`src/rtl/core/sliding_window_median_assert.svh`:
```
// Assertion macros shared by the running-median RTL.
`ifndef SLIDING_WINDOW_MEDIAN_ASSERT_SVH
`define SLIDING_WINDOW_MEDIAN_ASSERT_SVH

// Check a property at every clock edge outside reset.
`define SWM_ASSERT(label, prop, msg) \
	label: assert property (@(posedge clk) disable iff (!arst_n) (prop)) else $error(msg);

// Check that a condition in a cycle implies another in the next cycle.
`define SWM_ASSERT_NEXT(label, ante, cons, msg) \
	label: assert property (@(posedge clk) disable iff (!arst_n) (ante) |=> (cons)) \
		else $error(msg);

`endif

```
`src/rtl/core/swm_pkg.sv`:
```
// Shared constants, types and helper functions of the running-median filter.
package swm_pkg;

	localparam int MAX_WINDOW = 64;
	localparam int DATA_WIDTH = 32;
	localparam int CFG_W      = 7;
	localparam int IDX_W      = (MAX_WINDOW > 1) ? $clog2(MAX_WINDOW) : 1;
	localparam int AGE_W      = IDX_W;
	localparam int LVL_N      = IDX_W;

	localparam logic [CFG_W-1:0] WIN_RESET = CFG_W'(3);

	// One sorted slot of the window
	typedef struct packed {
		logic                  valid;
		logic [AGE_W-1:0]      age;
		logic [DATA_WIDTH-1:0] value;
	} swm_entry_t;

	// What a cell sees of its neighbor
	typedef struct packed {
		swm_entry_t entry;
		logic       gt;
		logic       past_del;
	} swm_link_t;

	// Broadcast from the controller to every cell
	typedef struct packed {
		logic                  step;
		logic                  clear;
		logic                  del_en;
		logic [AGE_W-1:0]      del_age;
		logic [DATA_WIDTH-1:0] sample;
	} swm_ctrl_t;

	// Window length minus one, with zero read as one and large values saturated
	function automatic logic [IDX_W-1:0] swm_km1(input logic [CFG_W-1:0] w);
		logic [IDX_W-1:0] r;
		if (w == '0) begin
			r = '0;
		end else if (int'(w) > MAX_WINDOW) begin
			r = IDX_W'(MAX_WINDOW - 1);
		end else begin
			r = IDX_W'(w - CFG_W'(1));
		end
		return r;
	endfunction

endpackage

```
`src/rtl/core/swm_cell.sv`:
```
// One cell of the sorted chain: holds a value with its age and shifts with its neighbors.
module swm_cell
	import swm_pkg::*;
(
	input  logic                  clk,
	input  logic                  arst_n,
	input  swm_ctrl_t             ctrl,
	input  swm_link_t             left,
	input  swm_link_t             right,
	input  logic                  past_del,
	output swm_entry_t            entry,
	output logic                  gt,
	output logic                  hit,
	output logic [DATA_WIDTH-1:0] cand
);

	logic                  valid_q;
	logic [AGE_W-1:0]      age_q;
	logic [DATA_WIDTH-1:0] value_q;

	swm_entry_t own_e;
	swm_entry_t left_e;
	logic       own_gte;
	logic       left_gte;
	swm_entry_t nxt;

	assign entry = '{valid: valid_q, age: age_q, value: value_q};

	// Empty slots sort above every sample
	assign gt  = !valid_q || (value_q > ctrl.sample);
	assign hit = ctrl.del_en && valid_q && (age_q == ctrl.del_age);

	// Value this slot would hold with the sample inserted and nothing removed
	always_comb begin
		if (!gt) begin
			cand = value_q;
		end else if (!left.gt) begin
			cand = ctrl.sample;
		end else begin
			cand = left.entry.value;
		end
	end

	// Close the gap of the removed entry, then open one for the new sample
	always_comb begin
		own_e    = past_del ? right.entry : entry;
		own_gte  = past_del ? right.gt : gt;
		left_e   = left.past_del ? entry : left.entry;
		left_gte = left.past_del ? gt : left.gt;
		if (!own_gte) begin
			nxt     = own_e;
			nxt.age = own_e.age + AGE_W'(1);
		end else if (!left_gte) begin
			nxt = '{valid: 1'b1, age: '0, value: ctrl.sample};
		end else begin
			nxt     = left_e;
			nxt.age = left_e.age + AGE_W'(1);
		end
	end

	// Occupancy flag
	always_ff @(posedge clk or negedge arst_n) begin
		if (!arst_n) begin
			valid_q <= 1'b0;
		end else if (ctrl.clear) begin
			valid_q <= 1'b0;
		end else if (ctrl.step) begin
			valid_q <= nxt.valid;
		end
	end

	// Value and age advance on every step
	always_ff @(posedge clk) begin
		if (ctrl.step) begin
			age_q   <= nxt.age;
			value_q <= nxt.value;
		end
	end

endmodule

```
`config.mk`:
```
export PLATFORM = sky130hd
export DESIGN_NAME = swm_cell
export DESIGN_NICKNAME = d
export VERILOG_FILES = /design/src/rtl/core/sliding_window_median_assert.svh /design/src/rtl/core/swm_pkg.sv /design/src/rtl/core/swm_cell.sv
export SDC_FILE = /design/constraint.sdc
export NUM_CORES = 1
export LEC_CHECK = 0
export BUFFER_PORTS_ARGS = -buffer_cell sky130_fd_sc_hd__buf_2
export CAP_MARGIN = 30
export CORE_AREA = 3 3 100 102
export CTS_BUF_LIST = sky130_fd_sc_hd__clkbuf_2 sky130_fd_sc_hd__clkbuf_4 sky130_fd_sc_hd__clkbuf_8
export DETAILED_ROUTE_END_ITERATION = 16
export DIE_AREA = 0 0 103 105
export PLACE_DENSITY_LB_ADDON = 0.25
export SETUP_SLACK_MARGIN = 0.15
export SYNTH_ARGS = -nofsm -noshare
export SYNTH_HDL_FRONTEND = slang
export SYNTH_SLANG_ARGS = --single-unit
```
`constraint.sdc`:
```
create_clock -name clk -period 3.95 [get_ports clk]
set_clock_uncertainty 0.1 [all_clocks]
set_input_delay 0.1975 -clock clk [delete_from_list [all_inputs] [get_ports clk]]
set_output_delay 0.1975 -clock clk [all_outputs]
set_load 0.01 [all_outputs]
```
Yosys cells after proc, flatten, opt, wreduce, memory -nomap -nowiden
Index checks and enable logic that the tools add are counted.
{"block": "totals", "wordCells": 28, "regBits": 39, "ramBits": 0, "latch_bits": 0, "romBits": 0, "memories": 0}
{"block": "classes", "addsub": 2, "shifts": 0, "eq_ne": 3, "n_div": 0, "magnitude_cmp": 1, "mul": 0, "bitwise_logic": 0, "mux": 10, "reduce_logical": 9}
{"operator": "2-to-1 mux 39 bit", "n": 4}
{"operator": "2-to-1 mux 32 bit", "n": 2}
{"operator": "greater-than comparator 32 bit", "n": 1}
{"operator": "adder 6 x 1 -> 6 bit (second input constant)", "n": 2}
{"operator": "equality test 6 bit", "n": 1}
{"operator": "AND reduction 3 bit", "n": 2}
{"operator": "2-to-1 mux 1 bit", "n": 4}
{"operator": "inequality test 4 bit (second input constant)", "n": 1}
{"operator": "nonzero test 2 bit", "n": 2}
{"operator": "inequality test 3 bit (second input constant)", "n": 1}
{"operator": "nonzero test 3 bit", "n": 1}
{"operator": "logical AND 1 bit", "n": 2}
{"operator": "zero test 1 bit", "n": 1}
{"operator": "logical OR 1 bit", "n": 1}

Longest topological paths before layout
Gate-level depths: netlist of run 1.
{"block": "logic_depth", "ltp_word": 7, "depth_mapped": 11, "ltp_nobuf": 10}

Least setup slack after synthesis of run 1
Ideal clock, no wire load.
{"block": "synth_timing", "path_kind": "reg-to-reg", "startpoint": "reg value_q[14]", "endpoint": "reg value_q[0], enable pin", "required_time_ns": 3.425, "path_buffers": 0, "setup_ns": 0.425, "t_arrival_ns": 3.444, "path_slack_ns": -0.018, "stages_incl_launch_ff": 9, "synth_period_minus_slack_ns": 3.968, "cell_sequence": "edfxtp_1 -> ha_1 -> a21oi_1 -> nand2_1 -> a221o_1 -> o311a_2 -> o21ai_0 -> a22oi_1 -> nor2b_1"}
{"block": "synth_between", "elab_chain_cells": 5, "word_cells_on_any_way": 7, "cone_classes": "order compare (1); eq/ne (1); mux (2); reduce/logical (3)"}
{"element": "start: declaration", "line": "swm_cell.sv:19", "rtl": "logic [DATA_WIDTH-1:0] value_q;"}
{"element": "start signal: assignment", "line": "swm_cell.sv:76", "rtl": "value_q <= nxt.value;"}
{"element": "greater-than comparator 32 bit *", "line": "swm_cell.sv:30", "rtl": "assign gt = !valid_q || (value_q > ctrl.sample);"}
{"element": "logical OR 1 bit *", "line": "swm_cell.sv:30"}
{"element": "2-to-1 mux 1 bit (on tied branches)", "line": "swm_cell.sv:47, swm_cell.sv:49"}
{"element": "inequality test 3 bit (no line) or nonzero test 2 bit (tied branches)"}
{"element": "AND reduction 3 bit (no line) *"}
Mark *: on every way between the ends. The rest lies on a longest branch, timed or not.
A chain may end at the register's enable or synchronous reset.

Final worst setup path of run 1
{"block": "layout_timing", "startpoint": "reg value_q[30]", "endpoint": "out cand[11]"}
{"block": "layout_between", "elab_chain_cells": 3}
{"element": "greater-than comparator 32 bit", "line": "swm_cell.sv:30"}
{"element": "logical OR 1 bit", "line": "swm_cell.sv:30"}
{"element": "2-to-1 mux 32 bit", "line": "swm_cell.sv:35", "rtl": "if (!gt) begin"}
{"element": "end: declaration", "line": "swm_cell.sv:14", "rtl": "output logic [DATA_WIDTH-1:0] cand"}
No other way between the ends.

==> results of run 1 <==
## report_power, final
group	switching, mW	internal, mW	total [mW]
Combinational	0.302	0.238	0.540
Sequential	0.0359	0.508	0.543
Clock	0.149	0.188	0.337
Total	0.487	0.934	1.42
## area by class of cell
cell class / instances / area [um2]
fill: 886 / 4143
multi-input combinational: 379 / 2444
sequential: 39 / 1166
timing repair buffer: 204 / 1054
inverter: 37 / 138.9
tap: 111 / 138.9
clock buffer: 5 / 68.82
clock inverter: 3 / 43.79
## per-layer routing
| layer | global-route usage [%] | part of all wire (%) | up-vias |
|---|---|---|---|
| met4 | 4.810 | 1.4 | 0 |
| li1 | - | - | 2078 |
| met3 | 3.138 | 6.6 | 16 |
| met2 | 35.93 | 49 | 148 |
| met1 | 25.85 | 43 | 1828 |
| met5 | 0 | 0 | - |
## critical path, delay by kind of cell (launching register included)
| kind | cells | cell delay [ps] |
|---|---|---|
| simple gates | 5 | 1170 |
| buf+inv | 2 | 490 |
| fa+ha+maj | 1 | 340 |
| compound gates | 2 | 300 |
| flops | 1 | 430 |
## kinds of logic after synthesis
kind of cell    count (synthesis)  synth area share (%)
compound gates                144                 21.23
xor+xnor                       13                 2.927
fa+ha+maj                      34                 10.94
buf+inv                        67                 7.655
flops                          39                 29.98
mux                            45                 11.68
simple gates                  143                 15.60
## synth_stat cells (all sizes together) (2+ instances only)
library cell | n | share of area (%)
nand2 | 74 | 7.1
o21ai | 72 | 9.6
a21oi | 45 | 5.8
mux2i | 42 | 11
edfxtp | 38 | 29
nor2 | 37 | 3.8
inv | 36 | 3.5
ha | 34 | 11
clkbuf | 20 | 1.9
nand3 | 12 | 1.5
buf | 10 | 2.2
xnor2 | 8 | 1.8
nand4 | 6 | 0.97
nor2b | 6 | 0.97
o2bb2ai | 5 | 1.1
xor2 | 5 | 1.1
a21o | 3 | 0.58
mux2 | 3 | 0.87
nor4 | 3 | 0.48
a21boi | 2 | 0.39
a22oi | 2 | 0.39
nor3 | 2 | 0.26
o31a | 2 | 0.45
## worst min path at each step
stage / slack (ps) / startpoint / cells after the start / endpoint
final: 80 / right[31] / 3 / value_q[29]$_DFFE_PP_
after global placement: -130 / arst_n / 1 / valid_q$_DFFE_PN0P_
after global routing: 80 / right[25] / 3 / value_q[23]$_DFFE_PP_
after detailed placement: -130 / arst_n / 1 / valid_q$_DFFE_PN0P_
after floorplan: -200 / arst_n / 0 / valid_q$_DFFE_PN0P_
after CTS: 60 / right[31] / 3 / value_q[29]$_DFFE_PP_
## flip-flops by register name, indices dropped and copies added, names as in the netlist
signal and flops:
age_q 6, valid_q 1, value_q 32
## metrics by stage
step	area (um2)	hold WS (ps)	power, mW
5_1_grt	5054	84.47	1.523
6_report	5054	77.15	1.421
2_1_floorplan	3892	-198.1	0.8778
3_5_place_dp	4931	-126.7	1.096
3_3_place_gp	4931	-126.6	1.083
4_1_cts	5054	62.55	1.442
==> results.env, run 1 <==
LENGTH_OF_THE_FIRST_DETAILED_ROUTING_PASS_IN_ITERATIONS=4
REPORT.FINAL.HOLD_VIOL_COUNT=0
SEQ_AREA_FRAC_SYNTH_PCT=29.98
DRC=0
DETAILEDPLACE.WORSTSLACK_PS=675.1
DESIGN.CORE.AREA_MM2=0.009196
CTS_MADE_BUFFERS=5
HOLD_PATH_CLASS='in -> reg'
WL_PER_CELL_UM=14.80
ROUTABILITYCONGESTION=0.8452
EDFF_COUNT_SYNTH=38
MAXCLOCKFREQUENCY_MHz=300.6
CRIT_FANOUT=34
SYNTHESIS.YOSYS.WARNINGS=0
POSTROUTEANTENNANETS=0
POST_SYNTH_INSTANCE_AREA_MM2=0.003890
SETUP_REPAIR_AFTER_GLOBAL_ROUTING_MISSED_ITS_MARGIN='false'
SETUP.WORST_PATH.START_CLASS='register'
POST_ROUTE_CELLS_DRIVE_ABOVE_1_SHARE_PCT=33.13
CRITPATHSLOWESTCELL='sky130_fd_sc_hd__nor4_1'
YS_FLOP_TYPE='sky130_fd_sc_hd__edfxtp_1'
GRT_MAX_DEGREE=35
POST_LAYOUT_NONFILLER_INSTANCES=778
WORST_PATH_MAX_STAGE_DELAY_PS=490
YOSYS_REGISTER_BITS=39
PLACEMENTROWS=35
LAYOUT.CELLS.MOST_COMMON='sky130_fd_sc_hd__buf_2'
FP.DIEAREA_MM2=0.01082
CLOCK-ROOT-BUFFER='sky130_fd_sc_hd__clkbuf_8'
ARRIVAL_PS=3030
WORST_PATH_CLK_SLEW_PS=90
WORST-R2R-SETUP-SLACK_PS=670
YOSYSUNIQUECELLTYPES=48
VIA_COUNT=4070
BOUNDARYPINS=199
CAP_VIOLATIONS=0
WORSTREG2REGEND='value_q[24]$_DFFE_PP_'
WORST_SETUP_PATH_STARTPOINT='value_q[30]$_DFFE_PP_'
REPORT.FINAL.SLEW_VIOL_COUNT=0
FLOORPLAN.INITIALDENSITY_PCT=42.30
GR-USAGE-ALL-LAYERS_PCT=20.45
FINAL_CELL_MIX='sky130_fd_sc_hd__buf_2, sky130_fd_sc_hd__nand2_1, sky130_fd_sc_hd__o21ai_0'
FINAL.SETUP.TNS_PS=0
RR_WORST_DEPTH=8
VIAS_PER_STD_CELL=5.231
FINAL_CLOCK_PERIOD_UTILIZATION_BY_THE_WORST_PATH_PCT=84.21
GRT_PASS1_VIAS=3854
POWER.STATIC_LEAKAGE_nW=2.473
DIEWIDTH_UM=103
CP_CELL_SEQUENCE='ha_1 -> nand4_1 -> nor4_1 -> nand3_1 -> o31a_1 -> nor2_4 -> buf_4 -> nand2_1 -> o21ai_0 -> buf_2'
DETAIL_ROUTE.WIRELENGTH_UM=11520
CRIT-REG2REG-LAUNCH='value_q[30]$_DFFE_PP_'
CRIT_PATH_END_KIND='output pin'
GLOBALROUTE.TOTALOVERFLOW=0
CTS_RESIZED=0
INSERTEDDIODECOUNT=0
DRT_ITER0_DRC=116
SLEW_HEADROOM_PCT=48.82
DP_HPWL_UM=9041
FINAL_CORE_UTILIZATION_PCT=54.95
SYNTH.NET_COUNT=645
CTS_BUFFER_DEPTH=2
POST_CTS_SETUP_BUFFER_COUNT=0
SYNTHESIS.AREA_PER_INSTANCE_UM2=8.021
NUM-NETS-FINAL=826
HOLDBUFCOUNTCTS=1
AREA_DELTA_SYNTH_FINAL_PCT=29.91
ASYNC_SR_FLOP_FRACTION_PCT=2.564
WORST_SKEW_PAIR.LATE_LATENCY_PS=290
SYNTH_CELLS=485
REPORT.FINAL.SETUP_VIOL=0
BUFFER_PORTS.INSERTED=197
ANTENNA_FOUND_INITIAL=0
DIE_H_UM=105
IRDROPWORSTVDD_mV=0.2166
WORST_ENDPOINT_REQUIRED_TIME_PS=3650
FINALWORSTSETUPSLACK_PS=623.8
STATUS='finished, final reports clean'
PWR_DENSITY_CELL_mW_PER_MM2=281.2
FINALCRITICALPERIOD_PS=3326
TRITONCTS='done'
H_TREE_DEPTH=2
PLACEDCELLCOUNT=769
WORST_PIN_SLEW_PS=764.7
CRIT_TYPE='reg -> out'
ENDPOINT='cand[11]'
NUMBER_OF_SINKS_HANDLED_BY_CLOCK_TREE_SYNTHESIS=39
GRT_PASS1_WL_UM=17950
Note: power is estimated with default switching activity, not from simulation.
==> run 2, diff against run 1 <==
Settings changed: CORE_AREA 3 3 100 102 to 3 3 95 97, DIE_AREA 0 0 103 105 to 0 0 98 100.
Clock period 3.95 ns to 3.33 ns, I/O delays scaled along.
==> results.env, run 2 (same netlist as run 1, synthesis figures left out) <==
STATUS='finished, final reports clean'
FINAL_CORE_UTILIZATION_PCT=66.99  # +12 points
NUM-NETS-FINAL=852  # +3.1%
FINAL_CELL_MIX='sky130_fd_sc_hd__buf_2, sky130_fd_sc_hd__nand2_1, sky130_fd_sc_hd__a21oi_1'
POSTROUTEANTENNANETS=0  # unchanged
LAYOUT.CELLS.MOST_COMMON='sky130_fd_sc_hd__buf_2'
DESIGN_POWER_TOTAL_mW=1.746  # +23%
CRIT_FANOUT=7  # -79%
CRIT_TYPE='reg -> out'
ROUTABILITYCONGESTION=0.8249  # -2.4%
HOLD_PATH_CLASS='in -> reg'
POST_ROUTE_CELLS_DRIVE_ABOVE_1_SHARE_PCT=39.25  # +6.1 points
REPORT.FINAL.SLEW_VIOL_COUNT=0  # unchanged
MULTI_INPUT_AREA_MM2=0.002608  # +6.7%
DESIGN.CORE.AREA_MM2=0.008217  # -11%
BUFFER_PORTS.INSERTED=197  # unchanged
POWER.STATIC_LEAKAGE_nW=2.663  # +7.7%
WORST_PIN_SLEW_PS=892.1  # +127.3 ps
AREA_DELTA_SYNTH_FINAL_PCT=41.49
BOUNDARYPINS=199  # unchanged
GLOBALROUTE.TOTALOVERFLOW=0  # unchanged
SLEW_HEADROOM_PCT=40.26  # -8.6 points
WORST_PATH_CLK_SLEW_PS=80  # about the same
PWR_DENSITY_CELL_mW_PER_MM2=317.1  # +13%
LENGTH_OF_THE_FIRST_DETAILED_ROUTING_PASS_IN_ITERATIONS=4  # unchanged
CRITPATHSLOWESTCELL='sky130_fd_sc_hd__edfxtp_1'
DRC=0  # unchanged
DIEWIDTH_UM=98  # -4.9%
WORST_ENDPOINT_REQUIRED_TIME_PS=3060  # -590 ps
FINAL_AREA_MM2=0.005504  # +8.9%
MAX_FFS_PER_REGISTER=32  # unchanged
SETUP.WORST_PATH.START_CLASS='register'
CAP_VIOLATIONS=0  # unchanged
REPORT.FINAL.SETUP_VIOL=0  # unchanged
CRITPATHBUFINV=3  # +1
FINALWORSTSETUPSLACK_PS=164.2  # -459.6 ps
DETAILEDPLACE.WORSTSLACK_PS=77.60  # -597.5 ps
ARRIVAL_PS=2900  # -130 ps
CRITICAL_PATH_S_TOP_DELAY_FAMILY='compound AO/OA/AOI/OAI gates'
MAXCLOCKFREQUENCY_MHz=315.9
SWITCHING_POWER_uW=638.5  # +31%
SETUP_REPAIR_AFTER_GLOBAL_ROUTING_MISSED_ITS_MARGIN='true'
WL_PER_CELL_UM=16.65  # +12%
NUMBER_OF_SINKS_HANDLED_BY_CLOCK_TREE_SYNTHESIS=39  # unchanged
DP_HPWL_UM=9301  # +2.9%
PWR-SHARE-COMB_PCT=44.2  # +6.2 points
LARGEST-REGISTER='value_q'
CRIT_PATH_END_KIND='output pin'
CP_CELL_SEQUENCE='ha_1 -> nand4_1 -> nor3_1 -> a2111o_1 -> o31a_1 -> nor2_4 -> buf_6 -> clkbuf_16 -> nand2_2 -> o21ai_1 -> buf_2'
CLOCK_POWER_SHARE_PCT=18.9  # -4.8 points
TRITONCTS='done'
CELLINTERNALPOWER_mW=1.107  # +19%
CTS_BUFFER_DEPTH=2  # unchanged
FILLCELLCOUNT=712  # -20%
GRT_PASS1_WL_UM=19640  # +9.4%
PLACEMENTROWS=33  # -5.7%
IRDROPWORSTVDD_mV=0.1712  # -21%
DIE_H_UM=100  # -4.8%
FLOORPLAN.INITIALDENSITY_PCT=47.34  # +5.0 points
DETAIL_ROUTE.WIRELENGTH_UM=13310  # +16%
FP.DIEAREA_MM2=0.009800  # -9.4%
BIGGESTREGSBYFLOPS='value_q x32, age_q x6, valid_q x1'
CLOCK-ROOT-BUFFER='sky130_fd_sc_hd__clkbuf_8'
REPORT.FINAL.HOLD_VIOL_COUNT=0  # unchanged
VIAS_PER_STD_CELL=5.422  # +3.6%
GRT_PASS1_VIAS=4120  # +6.9%
PLACE_AREA_MM2=0.004931  # unchanged
POWER.SWITCHING_FRACTION_PCT=36.58  # +2.3 points
GRT_MAX_DEGREE=35  # unchanged
ANTENNA_FOUND_INITIAL=0  # unchanged
H_TREE_DEPTH=2  # unchanged
DRT_ITER0_DRC=157  # +35%
FINAL_CLOCK_PERIOD_UTILIZATION_BY_THE_WORST_PATH_PCT=95.07
CTS_MADE_BUFFERS=5  # unchanged
FINALCRITICALPERIOD_PS=3166
FINAL-SEQ-AREA_MM2=0.001166  # unchanged
GR-USAGE-ALL-LAYERS_PCT=24.31  # +3.9 points
WORST_PATH_MAX_STAGE_DELAY_PS=440  # -50 ps
FINAL.SETUP.TNS_PS=0  # unchanged
VIA_COUNT=4332  # +6.4%
WORST_SKEW_PAIR.LATE_LATENCY_PS=300  # about the same
REG_POWER_SHARE_PCT=36.9  # -1.3 points
run 2: stage by stage:
stage | instances | hold WS (ps)
final | 799 | 46.37
after global routing | 798 | 43.05
after CTS | 783 | 32.52
after detailed placement | 764 | -157.6
after global placement | 764 | -157.7
after floorplan | 485 | -229.1
run 2: repair_timing:
item | 4_1_cts | 5_1_grt
pin swaps | 2 | 22
endpoints found under the hold margin | 1 | 0
hold buffers | 1 | 0
resized for setup | 10 | 54
endpoints found under the setup margin | 44 | 100
cloned | 2 | 5
buffers inserted | 8 | 10
run 2: routing by layer:
layer	up-vias	wire length, um	part of all wire, %	GRT usage, %
met4	0	232	1.7	6.070
met1	1986	5275	40	29.74
met5	-	0	0	0
met2	183	6759	51	44.55
li1	2143	-	-	-
met3	20	1037	7.8	3.961
run 2: worst paths after layout:
check	slack (ps)	startpoint	end	cells after the start
setup / recovery	160	value_q[25]$_DFFE_PP_	cand[2]	11
setup reg to reg	180	value_q[14]$_DFFE_PP_	value_q[11]$_DFFE_PP_	8
min in group asynchronous	80	arst_n	valid_q$_DFFE_PN0P_	2
hold reg to reg	680	valid_q$_DFFE_PN0P_	valid_q$_DFFE_PN0P_	3
hold / removal	50	right[16]	value_q[14]$_DFFE_PP_	3
max in group asynchronous	2960	arst_n	valid_q$_DFFE_PN0P_	2
run 2: cell type report:
| class | count | share of cell area [%] |
|---|---|---|
| multi-input cells | 380 | 47.37 |
| repair buffers | 229 | 24.96 |
| flip-flops and latches | 39 | 21.19 |
| inverters | 37 | 2.523 |
| well taps | 105 | 2.387 |
| clock buffers | 6 | 1.387 |
| clock inverters | 2 | 0.1364 |
| diodes | 1 | 0.04546 |
run 2: tightest hold or removal path, stage by stage:
cell	delay, ps
sky130_fd_sc_hd__buf_2	70
sky130_fd_sc_hd__nand2_1	30
sky130_fd_sc_hd__o21ai_0	60
run 2: power groups by stage:
stage / Clock [mW] / Combinational (mW) / Sequential (mW)
after floorplan: 0 / 0.376 / 0.666
after global placement: 0 / 0.634 / 0.651
after detailed placement: 0 / 0.649 / 0.655
after CTS: 0.336 / 0.695 / 0.642
after global routing: 0.353 / 0.848 / 0.651
final: 0.330 / 0.771 / 0.644
==> run 3, diff against run 2 <==
Clock period 3.33 ns to 3.3 ns, I/O delays scaled along.
==> results.env, run 3 (same netlist as run 1, synthesis figures left out) <==
REPORT.FINAL.HOLD_VIOL_COUNT=0  # unchanged
CRITPATHSLOWESTCELL='sky130_fd_sc_hd__edfxtp_1'
AREA_DELTA_SYNTH_FINAL_PCT=45.87
PLACE_AREA_MM2=0.004931  # unchanged
MAXCLOCKFREQUENCY_MHz=318.4
WORSTREG2REGEND='value_q[14]$_DFFE_PP_'
CTS_BUFFER_DEPTH=2  # unchanged
CLOCK-ROOT-BUFFER='sky130_fd_sc_hd__clkbuf_8'
FINAL.SETUP.TNS_PS=0  # unchanged
ANTENNA_FOUND_INITIAL=0  # unchanged
ARRIVAL_PS=2880  # -20 ps
POST_ROUTE_CELLS_DRIVE_ABOVE_1_SHARE_PCT=40.60  # +1.3 points
LAYOUT.CELLS.MOST_COMMON='sky130_fd_sc_hd__buf_2'
GRT_MAX_DEGREE=35  # unchanged
FINAL_AREA_MM2=0.005674  # +3.1%
WORST_PATH_MAX_STAGE_DELAY_PS=440  # about the same
WORST_SKEW_PAIR.LATE_LATENCY_PS=300  # about the same
ROUTABILITYCONGESTION=0.8407  # +1.9%
CRIT_PATH_END_KIND='output pin'
LARGEST-REGISTER='value_q'
GRT_PASS1_VIAS=4151  # +0.75%
WORST_ENDPOINT_REQUIRED_TIME_PS=3030  # -30 ps
CRITPATHBUFINV=3  # unchanged
FINAL_CELL_MIX='sky130_fd_sc_hd__buf_2, sky130_fd_sc_hd__nand2_1, sky130_fd_sc_hd__o21ai_0'
SLEW_HEADROOM_PCT=48.11  # +7.8 points
PLACEMENTROWS=33  # unchanged
GR-USAGE-ALL-LAYERS_PCT=25.06  # +0.75 points
WORST_PATH_CLK_SLEW_PS=80  # about the same
BOUNDARYPINS=199  # unchanged
DESIGN_POWER_TOTAL_mW=1.792  # +2.6%
FINAL-SEQ-AREA_MM2=0.001166  # unchanged
NUM-NETS-FINAL=861  # +1.1%
DETAIL_ROUTE.WIRELENGTH_UM=13530  # +1.7%
WORST_SETUP_PATH_STARTPOINT='value_q[22]$_DFFE_PP_'
BIGGESTREGSBYFLOPS='value_q x32, age_q x6, valid_q x1'
REPORT.FINAL.SLEW_VIOL_COUNT=0  # unchanged
LENGTH_OF_THE_FIRST_DETAILED_ROUTING_PASS_IN_ITERATIONS=5  # +1
PWR_DENSITY_CELL_mW_PER_MM2=315.8  # -0.43%
GLOBALROUTE.TOTALOVERFLOW=0  # unchanged
CRIT-REG2REG-LAUNCH='value_q[8]$_DFFE_PP_'
CRITICAL_PATH_S_TOP_DELAY_FAMILY='compound AO/OA/AOI/OAI gates'
MULTI_INPUT_AREA_MM2=0.002699  # +3.5%
DESIGN.CORE.AREA_MM2=0.008217  # unchanged
TRITONCTS='done'
WORST_PIN_SLEW_PS=778.3  # -113.8 ps
FLOORPLAN.INITIALDENSITY_PCT=47.34  # unchanged
VIA_COUNT=4417  # +2.0%
HOLD_PATH_CLASS='in -> reg'
DRC=0  # unchanged
SETUP_REPAIR_AFTER_GLOBAL_ROUTING_MISSED_ITS_MARGIN='true'
DRT_ITER0_DRC=158  # +0.64%
DP_HPWL_UM=9193  # -1.2%
BUFFER_PORTS.INSERTED=197  # unchanged
INSERTEDDIODECOUNT=0  # -1
NUMBER_OF_SINKS_HANDLED_BY_CLOCK_TREE_SYNTHESIS=39  # unchanged
CAP_VIOLATIONS=0  # unchanged
H_TREE_DEPTH=2  # unchanged
WORSTHOLDSTART='right[5]'
VIAS_PER_STD_CELL=5.473  # +0.95%
DIEWIDTH_UM=98  # unchanged
FP.DIEAREA_MM2=0.009800  # unchanged
POWER.STATIC_LEAKAGE_nW=2.714  # +1.9%
CTS_MADE_BUFFERS=5  # unchanged
FINALCRITICALPERIOD_PS=3141
CRIT_FANOUT=7  # unchanged
RR_WORST_DEPTH=8  # unchanged
GRT_PASS1_WL_UM=19980  # +1.7%
DIE_H_UM=100  # unchanged
ENDPOINT='cand[16]'
SETUP.WORST_PATH.START_CLASS='register'
REPORT.FINAL.SETUP_VIOL=0  # unchanged
WORST-PATH-STAGES=11  # unchanged
IRDROPWORSTVDD_mV=0.1640  # -4.2%
WORST-R2R-SETUP-SLACK_PS=190  # about the same
CRIT_TYPE='reg -> out'
FILLCELLCOUNT=688  # -3.4%
WL_PER_CELL_UM=16.77  # +0.71%
CP_CELL_SEQUENCE='ha_1 -> nand4_1 -> nor3_1 -> a2111o_1 -> o31a_1 -> nor2_4 -> buf_12 -> clkbuf_16 -> nand2_2 -> o21ai_1 -> buf_2'
FINAL_CLOCK_PERIOD_UTILIZATION_BY_THE_WORST_PATH_PCT=95.17
POSTROUTEANTENNANETS=0  # unchanged
STATUS='finished, final reports clean'
MAX_FFS_PER_REGISTER=32  # unchanged
## run 3: changes by cell type in the layout (fill, tap and decap cells not counted), sizes merged
| cell | delta |
|---|---|
| buf | +9 |
| diode | -1 |
## run 3: layer usage
layer  routed length, um  GRT usage (%)  share of wire, %  vias up
met3                1034          4.448               7.6       19
li1                    -              -                 -     2156
met5                   0              0                 0        -
met1                5461          30.74                40     2047
met2                6727          45.92                50      195
met4                 310          5.538               2.3        0
## run 3: worst reg2reg max path, delay by kind of cell (launching register included)
| family | cells | cell delay (ps) |
|---|---|---|
| AO/OA/AOI/OAI | 4 | 1320 |
| AND/OR/NAND/NOR | 3 | 660 |
| adder cells (fa/ha/maj) | 1 | 300 |
| flip-flops | 1 | 450 |
## run 3: per-stage QoR
stage	hold slack, ps	setup WS (ps)	util (%)	cells
2_1_floorplan	-230.6	252.8	-	485
3_3_place_gp	-151.9	69.13	60.01	764
3_5_place_dp	-154.6	74.36	60.01	764
4_1_cts	33.42	141.7	65.46	793
5_1_grt	47.92	9.433	69.06	807
6_report	42.42	159.3	69.06	807
## run 3: worst min-delay path by stage
stage | end | cells after the start
6_report | value_q[3]$_DFFE_PP_ | 3
5_1_grt | value_q[3]$_DFFE_PP_ | 3
4_1_cts | value_q[25]$_DFFE_PP_ | 3
3_5_place_dp | valid_q$_DFFE_PN0P_ | 1
3_3_place_gp | valid_q$_DFFE_PN0P_ | 1
2_1_floorplan | valid_q$_DFFE_PN0P_ | 0
## run 3: timing repair
item,4_1_cts,5_1_grt
cloned,3,3
hold endpoints to repair,1,0
setup endpoints to repair,53,99
pin swaps,9,16
hold buffers,1,0
setup buffers,17,11
gates resized for setup,23,41
## run 3: layout make-up
| class | count | area share (%) |
|---|---|---|
| clock buffer | 6 | 1.345 |
| clock inverter | 2 | 0.1323 |
| inverter | 37 | 2.448 |
| multi-input combinational | 380 | 47.56 |
| sequential | 39 | 20.55 |
| tap | 105 | 2.315 |
| timing repair buffer | 238 | 25.65 |
## run 3: report_power, final
group	internal (mW)	switching, mW	total [mW]
Clock	0.153	0.180	0.333
Combinational	0.378	0.431	0.809
Sequential	0.607	0.0424	0.650
Total	1.14	0.654	1.79
